===== src/hw/rtl/assert_macros.svh =====
// Assertion macros shared by the RTL of the keystream cipher.
// Depends on nothing; simulation builds see checks, synthesis sees empty bodies.
`ifndef ASSERT_MACROS_SVH
`define ASSERT_MACROS_SVH

`ifndef SYNTHESIS

`define XKS_ASSERT(label, clk, rst_n, prop) \
	label: assert property (@(posedge clk) disable iff (!rst_n) prop) \
		else $error("assertion failed");

`define XKS_NEVER(label, clk, rst_n, cond) \
	label: assert property (@(posedge clk) disable iff (!rst_n) !(cond)) \
		else $error("forbidden condition seen");

`else

`define XKS_ASSERT(label, clk, rst_n, prop)

`define XKS_NEVER(label, clk, rst_n, cond)

`endif

`endif


===== src/hw/rtl/xks_pkg.sv =====
// Constants, types and helpers for the xorshift keystream byte cipher.
// Used by xks_mul64, xks_core and the top level; depends on nothing.
package xks_pkg;

	localparam int INDEX_WIDTH = 32;

	localparam logic [63:0] GOLDEN_CONST = 64'h9E37_79B9_7F4A_7C15;
	localparam logic [63:0] SEED_CONST   = 64'h6A09_E667_F3BC_C909;
	localparam logic [63:0] FNV_PRIME    = 64'h0000_0100_0000_01B3;
	localparam logic [63:0] OUT_MULT     = 64'h2545_F491_4F6C_DD1D;

	// configuration register map
	localparam int          NUM_REGS   = 6;
	localparam int          REG_IDX_W  = 3;
	localparam logic [REG_IDX_W-1:0] REG_KEY0  = 3'd0;
	localparam logic [REG_IDX_W-1:0] REG_KEY1  = 3'd1;
	localparam logic [REG_IDX_W-1:0] REG_KEY2  = 3'd2;
	localparam logic [REG_IDX_W-1:0] REG_KEY3  = 3'd3;
	localparam logic [REG_IDX_W-1:0] REG_NONCE = 3'd4;
	localparam logic [REG_IDX_W-1:0] REG_TIME  = 3'd5;

	// seeding walks 48 bytes: key, nonce, timestamp
	localparam int SEED_BYTES = 48;
	localparam int SEED_CNT_W = 6;
	localparam logic [SEED_CNT_W-1:0] SEED_LAST = SEED_CNT_W'(SEED_BYTES - 1);

	typedef logic [NUM_REGS-1:0][63:0] cfg_regs_t;

	// core status toward the top level
	typedef struct packed {
		logic       idle;
		logic       res_valid;
		logic [7:0] res_byte;
	} xks_stat_t;

	function automatic logic [63:0] rotl13(input logic [63:0] v);
		rotl13 = {v[50:0], v[63:51]};
	endfunction

	function automatic logic [63:0] rotl17(input logic [63:0] v);
		rotl17 = {v[46:0], v[63:47]};
	endfunction

	function automatic logic [63:0] xorshift(input logic [63:0] v);
		logic [63:0] a;
		logic [63:0] b;
		a = v ^ (v >> 12);
		b = a ^ (a << 25);
		xorshift = b ^ (b >> 27);
	endfunction

endpackage


===== src/hw/rtl/xorshift_keystream_byte_cipher_top.sv =====
// The core takes a new byte only once its last result has moved to the output
// register; a byte flagged first adds 48 seeding mix steps before its own step.
// Each step waits on the single 32x32 multiplier, which needs three passes for each
// 64-bit product. A finished byte may wait in the output register while the next
// byte is taken.
// Reset (arst_n low, asynchronous): registers, chain state and byte index go to zero.
module xorshift_keystream_byte_cipher_top (
	input  logic                           clk,
	input  logic                           arst_n,
	input  logic                           in_valid,
	output logic                           in_ready,
	input  logic [7:0]                     data_byte,
	input  logic                           first,
	output logic                           out_valid,
	input  logic                           out_ready,
	output logic [7:0]                     out_byte,
	input  logic                           wr_en,
	input  logic [xks_pkg::REG_IDX_W-1:0]  wr_index,
	input  logic [63:0]                    wr_data
);
	import xks_pkg::*;

	cfg_regs_t  regs_q;
	xks_stat_t  stat;
	logic       req_take;
	logic       res_take;
	logic       out_valid_q;
	logic [7:0] out_byte_q;

	assign in_ready = stat.idle;
	assign req_take = in_valid && in_ready;
	assign res_take = stat.res_valid && (!out_valid_q || out_ready);

	always_ff @(posedge clk or negedge arst_n) begin
		if (!arst_n) begin
			regs_q <= '0;
		end else if (wr_en && (32'(wr_index) < NUM_REGS)) begin
			regs_q[wr_index] <= wr_data;
		end
	end

	xks_core u_core (
		.clk       (clk),
		.arst_n    (arst_n),
		.start     (req_take),
		.data_byte (data_byte),
		.first     (first),
		.cfg       (regs_q),
		.res_take  (res_take),
		.stat      (stat)
	);

	always_ff @(posedge clk or negedge arst_n) begin
		if (!arst_n) begin
			out_valid_q <= 1'b0;
		end else if (res_take) begin
			out_valid_q <= 1'b1;
		end else if (out_ready) begin
			out_valid_q <= 1'b0;
		end
	end

	always_ff @(posedge clk) begin
		if (res_take) begin
			out_byte_q <= stat.res_byte;
		end
	end

	assign out_valid = out_valid_q;
	assign out_byte  = out_byte_q;

endmodule


===== src/hw/rtl/xks_mul64.sv =====
// Low 64 bits of a 64 x 64 product built from one shared 32 x 32 multiplier.
// Three passes: low x low, low x high, high x low. Depends on xks_pkg.
module xks_mul64 (
	input  logic        clk,
	input  logic        arst_n,
	input  logic        start,
	input  logic [63:0] a,
	input  logic [63:0] b,
	output logic        done,
	output logic [63:0] p
);
	import xks_pkg::*;

	localparam logic [1:0] STEP_LL = 2'd0;
	localparam logic [1:0] STEP_LH = 2'd1;
	localparam logic [1:0] STEP_HL = 2'd2;

	logic [63:0] a_q;
	logic [63:0] b_q;
	logic [63:0] acc_q;
	logic [1:0]  cnt_q;
	logic        busy_q;
	logic        done_q;
	logic [31:0] op_a;
	logic [31:0] op_b;
	logic [63:0] prod;

	always_comb begin
		op_a = (cnt_q == STEP_HL) ? a_q[63:32] : a_q[31:0];
		op_b = (cnt_q == STEP_LH) ? b_q[63:32] : b_q[31:0];
		prod = 64'(op_a) * 64'(op_b);
	end

	always_ff @(posedge clk or negedge arst_n) begin
		if (!arst_n) begin
			busy_q <= 1'b0;
			done_q <= 1'b0;
			cnt_q  <= STEP_LL;
		end else begin
			done_q <= 1'b0;
			if (start) begin
				busy_q <= 1'b1;
				cnt_q  <= STEP_LL;
			end else if (busy_q) begin
				if (cnt_q == STEP_HL) begin
					busy_q <= 1'b0;
					done_q <= 1'b1;
				end
				cnt_q <= cnt_q + 2'd1;
			end
		end
	end

	always_ff @(posedge clk) begin
		if (start) begin
			a_q <= a;
			b_q <= b;
		end else if (busy_q) begin
			// cross terms only reach the upper half
			if (cnt_q == STEP_LL) begin
				acc_q <= prod;
			end else begin
				acc_q[63:32] <= acc_q[63:32] + prod[31:0];
			end
		end
	end

	assign done = done_q;
	assign p    = acc_q;

endmodule


===== src/hw/rtl/xks_core.sv =====
// Sequencer and datapath of the keystream cipher: seeding mix and per-byte step.
// Depends on xks_pkg, xks_mul64 and assert_macros.svh.
`include "assert_macros.svh"

module xks_core (
	input  logic                clk,
	input  logic                arst_n,
	input  logic                start,
	input  logic [7:0]          data_byte,
	input  logic                first,
	input  xks_pkg::cfg_regs_t  cfg,
	input  logic                res_take,
	output xks_pkg::xks_stat_t  stat
);
	import xks_pkg::*;

	typedef enum logic [7:0] {
		ST_IDLE   = 8'b0000_0001,
		ST_MIX_A  = 8'b0000_0010,
		ST_MIX_B  = 8'b0000_0100,
		ST_MIX_W  = 8'b0000_1000,
		ST_STEP_A = 8'b0001_0000,
		ST_STEP_B = 8'b0010_0000,
		ST_STEP_W = 8'b0100_0000,
		ST_DONE   = 8'b1000_0000
	} state_t;

	state_t                  state_q;
	logic [63:0]             s_q;
	logic [63:0]             tmp_q;
	logic [INDEX_WIDTH-1:0]  idx_q;
	logic [SEED_CNT_W-1:0]   k_q;
	logic [7:0]              data_q;
	logic [7:0]              res_q;

	logic [63:0] sel_word;
	logic [7:0]  seed_byte;
	logic [63:0] mix_x;
	logic [63:0] step_sum;
	logic        mul_start;
	logic [63:0] mul_a;
	logic [63:0] mul_b;
	logic        mul_done;
	logic [63:0] mul_p;
	logic [63:0] ks_word;

	always_comb begin
		sel_word  = cfg[k_q[5:3]];
		seed_byte = 8'(sel_word >> {k_q[2:0], 3'b000});
		mix_x     = s_q ^ (tmp_q + {56'd0, seed_byte} + GOLDEN_CONST);
		step_sum  = tmp_q + GOLDEN_CONST + 64'(idx_q);
		mul_start = (state_q == ST_MIX_B) || (state_q == ST_STEP_B);
		mul_a     = (state_q == ST_STEP_B) ? rotl17(step_sum) : rotl13(mix_x);
		mul_b     = (state_q == ST_STEP_B) ? OUT_MULT : FNV_PRIME;
		ks_word   = mul_p >> {idx_q[2:0], 3'b000};
	end

	xks_mul64 u_mul (
		.clk    (clk),
		.arst_n (arst_n),
		.start  (mul_start),
		.a      (mul_a),
		.b      (mul_b),
		.done   (mul_done),
		.p      (mul_p)
	);

	always_ff @(posedge clk or negedge arst_n) begin
		if (!arst_n) begin
			state_q <= ST_IDLE;
			s_q     <= '0;
			idx_q   <= '0;
			k_q     <= '0;
		end else begin
			case (state_q)
				ST_IDLE: begin
					if (start) begin
						if (first) begin
							s_q     <= SEED_CONST ^ cfg[REG_TIME];
							idx_q   <= '0;
							k_q     <= '0;
							state_q <= ST_MIX_A;
						end else begin
							state_q <= ST_STEP_A;
						end
					end
				end
				ST_MIX_A: state_q <= ST_MIX_B;
				ST_MIX_B: state_q <= ST_MIX_W;
				ST_MIX_W: begin
					if (mul_done) begin
						s_q <= mul_p;
						if (k_q == SEED_LAST) begin
							k_q     <= '0;
							state_q <= ST_STEP_A;
						end else begin
							k_q     <= k_q + 1'b1;
							state_q <= ST_MIX_A;
						end
					end
				end
				ST_STEP_A: state_q <= ST_STEP_B;
				ST_STEP_B: state_q <= ST_STEP_W;
				ST_STEP_W: begin
					if (mul_done) begin
						s_q     <= mul_p;
						idx_q   <= idx_q + 1'b1;
						state_q <= ST_DONE;
					end
				end
				ST_DONE: begin
					if (res_take) begin
						state_q <= ST_IDLE;
					end
				end
				default: state_q <= ST_IDLE;
			endcase
		end
	end

	always_ff @(posedge clk) begin
		if (state_q == ST_IDLE && start) begin
			data_q <= data_byte;
		end
		// fold terms of the mix add, or the xorshift of the chain state
		if (state_q == ST_MIX_A) begin
			tmp_q <= (s_q << 6) + (s_q >> 2);
		end else if (state_q == ST_STEP_A) begin
			tmp_q <= xorshift(s_q);
		end
		if (state_q == ST_STEP_W && mul_done) begin
			res_q <= data_q ^ ks_word[7:0];
		end
	end

	assign stat.idle      = (state_q == ST_IDLE);
	assign stat.res_valid = (state_q == ST_DONE);
	assign stat.res_byte  = res_q;

	`XKS_ASSERT(a_done_in_wait, clk, arst_n,
		mul_done |-> (state_q == ST_MIX_W || state_q == ST_STEP_W))
	`XKS_ASSERT(a_first_clears_idx, clk, arst_n,
		(state_q == ST_IDLE && start && first) |=> (idx_q == '0 && state_q == ST_MIX_A))
	`XKS_NEVER(a_seed_count_range, clk, arst_n,
		(state_q == ST_MIX_A || state_q == ST_MIX_W) && (k_q > SEED_LAST))
	`XKS_ASSERT(a_result_holds, clk, arst_n,
		(state_q == ST_DONE && !res_take) |=> (state_q == ST_DONE && $stable(res_q)))

endmodule


===== config.mk =====
export PLATFORM = sky130hd
export DESIGN_NAME = xorshift_keystream_byte_cipher_top
export DESIGN_NICKNAME = d
export VERILOG_FILES = /design/src/hw/rtl/xks_pkg.sv /design/src/hw/rtl/xorshift_keystream_byte_cipher_top.sv /design/src/hw/rtl/xks_mul64.sv /design/src/hw/rtl/xks_core.sv
export VERILOG_INCLUDE_DIRS = /design/src /design/src/hw/rtl
export SDC_FILE = /design/constraint.sdc
export NUM_CORES = 2
export LEC_CHECK = 0
export CAP_MARGIN = 20
export CORE_ASPECT_RATIO = 0.9
export CORE_MARGIN = 2
export CORE_UTILIZATION = 35
export DETAILED_ROUTE_END_ITERATION = 7
export DONT_BUFFER_PORTS = 1
export GPL_TIMING_DRIVEN = 0
export PLACE_DENSITY = 0.46
export SYNTH_ARGS = -nofsm -noshare
export SYNTH_HDL_FRONTEND = slang
export SYNTH_SLANG_ARGS = --single-unit
export TNS_END_PERCENT = 1

===== constraint.sdc =====
create_clock -name clk -period 12.9 [get_ports clk]
set_clock_uncertainty 0.2 [all_clocks]
set_input_delay 1.935 -clock clk [delete_from_list [all_inputs] [get_ports clk]]
set_output_delay 1.935 -clock clk [all_outputs]
set_load 0.005 [all_outputs]

==> out/qor.csv <==
metric;value;unit
die area;204000;um^2
iteration-0 DRC count of the detailed router;4560;
YS warnings;0;
# setup viols final;0;
Crit path buffers/inverters;10;
Crit. End Element;flip-flop;
Critical-path top delay cell;mux2i_1;
TritonCTS Buffers;82;
global-route wire length before repair;372000;um
Starting Density;35.3;%
RSZ-0062 raised after global routing;false;
Post-CTS Setup Repair Bufs;0;
Clk Tree Root Cell;clkbuf_16;
Core Area;199000;um^2
Die H;429;um
synth top area cells;fa_1, dfrtp_1, ha_1, edfxtp_1, mux2_2;
Filler cells;19788;
fin util;38.5;%
Post-Synthesis Cells;6693;
vias in the first global route;52177;
H-Tree Depth;3;
post-synthesis cell type count;108;
most frequent cell after synthesis;inv_1;
WL/cell;26.8;um
reg-to-reg critical path startpoint;u_core.u_mul.cnt_q[0];
port buffer count;0;
Synth top cells by count;inv_1, fa_1, ha_1;
Final period util;96.4;%
Die Span X;476;um
crit-path max cell delay;0.90;ns
Final ANT Viol Nets;0;
Vias/cell;5.35;
min Tclk post-route;12.44;ns
WHS;0.217;ns
Synth Cell Area;70200;um^2
relative max-transition margin;-44.1;%
upper clock frequency limit;80.4;MHz
Bufs on Longest Clock Path;3;
total track usage;24.9;%
initial antenna violation count;9;
worst-path maximum fanout;10;
Worst Setup SP;u_core.u_mul.cnt_q[0];
post-synth net total;8074;
Slew Viols, Final;264;
Most Frequent Cell on Critical Path;fa_1;
Area Overhead vs Synth;9.02;%
number of synthesized flops with an enable pin;218;
Worst-path clk slew;0.06;ns
Nets;8181;
DP Area;73800;um^2
startpoint type of the worst setup path;flip-flop;
CTS tree;built;
Avg Cell Area, Syn;10.5;um^2
dpl hpwl;214000;um
setup TNS;0;ns
status;complete, but fails checks;
critical path class;flip-flop to flip-flop;
layout cells sized above 1;11.3;%
largest net degree at the start of global routing;500;
arrival time at the worst endpoint;12.65;ns
min-delay worst type;flip-flop to flip-flop;
Site Rows;155;
worst-margin pin slew;2.16;ns
failing checks;max-slew violations;
clock sinks;717;
Yosys top cell by area;fa_1;
Synth Flop Type;dfrtp_1;
HP Start;u_core.res_q[3];
Hold Vio Cnt, Final;0;
maximum capacitance violations;0;
family with the most delay on the worst path;adder cells;
required time of the critical path;13.11;ns
Skew-Pair Late Insertion Delay;0.71;ns
FFs w/ async S/R, synth;69.6;%
finished layout cell area;76500;um^2
DR pass1 iterations;6;
WL final;255000;um
I/O pin count;91;
register area share after synthesis;27.1;%
DRC Markers;0;
share of the synthesized area in the top cell type;19.0;%
remaining global-route overflow;0;
Via Count;51080;
GPL Wtd Cong;0.966;
Yosys reg bits;717;
## cells by family after synthesis
group / after synthesis / share of synthesized area, %
AO/OA/AOI/OAI: 1098 / 9.91
XOR/XNOR: 490 / 6.11
buffers and inverters: 1247 / 6.70
multiplexers: 640 / 12.0
flip-flops: 717 / 27.1
adder cells (fa/ha/maj): 1300 / 30.3
AND/OR/NAND/NOR: 1201 / 7.89
## cell type report
class                      instances  area, um^2  area share [%]
buffer                           263        1010            1.32
antenna                            4        10.0          0.0131
tap                             2669        3340            4.36
inverter                         984        3700            4.83
multi-input combinational       4729       46500            60.8
sequential                       717       19000            24.9
clock buffer                     112        2250            2.95
clock inverter                    38         373           0.487
timing repair buffer              23         309           0.404
## metal layers
metal	global-route usage (%)	up-vias	part of all wire [%]
met3	4.91	255	7.0
met1	36.9	26422	47
li1	-	22822	-
met4	5.84	8	2.5
met2	37.3	1573	43
met5	0	-	0.022
## state kept, by name (all words and copies together), names as in the netlist
name and flops:
regs_q 384, u_core.s_q 64, u_core.tmp_q 64, u_core.u_mul.a_q 64
u_core.u_mul.p 64, u_core.idx_q 32, out_byte 8, u_core.data_q 8
u_core.res_q 8, u_core.state_q 8, u_core.k_q 6, u_core.u_mul.b_q 2
u_core.u_mul.cnt_q 2, out_valid 1, u_core.u_mul.busy_q 1, u_core.u_mul.done 1
## repair_timing
item | 4_1_cts | 5_1_grt
setup endpoints to repair | 0 | 4
hold buffers | 0 | 0
gates resized for setup | 0 | 6
## placed cells by master, fill, tap and decap left out, types with 26 or more instances in the layout
cell	netlist	final
xor2_1	178	178
edfxtp_1	218	218
mux2_2	398	398
ha_1	633	633
dfrtp_1	498	498
and3_1	42	41
mux2i_1	122	118
a31oi_1	41	41
o21bai_1	39	39
nand2b_1	72	72
nand2_1	298	298
clkbuf_16	0	82
a21o_1	129	129
nor2b_1	31	31
xnor2_1	312	312
nand3_1	63	63
o21ai_0	228	228
clkbuf_1	222	243
nor2_1	471	468
buf_1	26	26
mux4_2	120	120
inv_1	982	981
nor3_1	53	51
nand4_1	60	60
fa_1	667	667
a21oi_1	434	434
## path summary, 6_finish.rpt
| kind | endpoint | slack (ns) | cells after the start |
|---|---|---|---|
| max | u_core.u_mul.p[63] | 0.46 | 35 |
| min | out_byte[3] | 0.22 | 0 |
| max reg2reg | u_core.u_mul.p[63] | 0.46 | 35 |
| min reg2reg | out_byte[3] | 0.22 | 0 |
| max in group asynchronous | u_core.idx_q[29] | 10.04 | 0 |
| min in group asynchronous | regs_q[143] | 0.76 | 0 |
## stage by stage
stage	cells	worst slack [ns]
final	9539	0.459
after global routing	9535	0.00971
after CTS	9532	0.350
after detailed placement	9382	0.412
after global placement	9362	-0.0590
after floorplan	6693	3.34
Power is not shown: default switching activity piles up to over one toggle a cycle in this logic, so the estimate is an artifact.
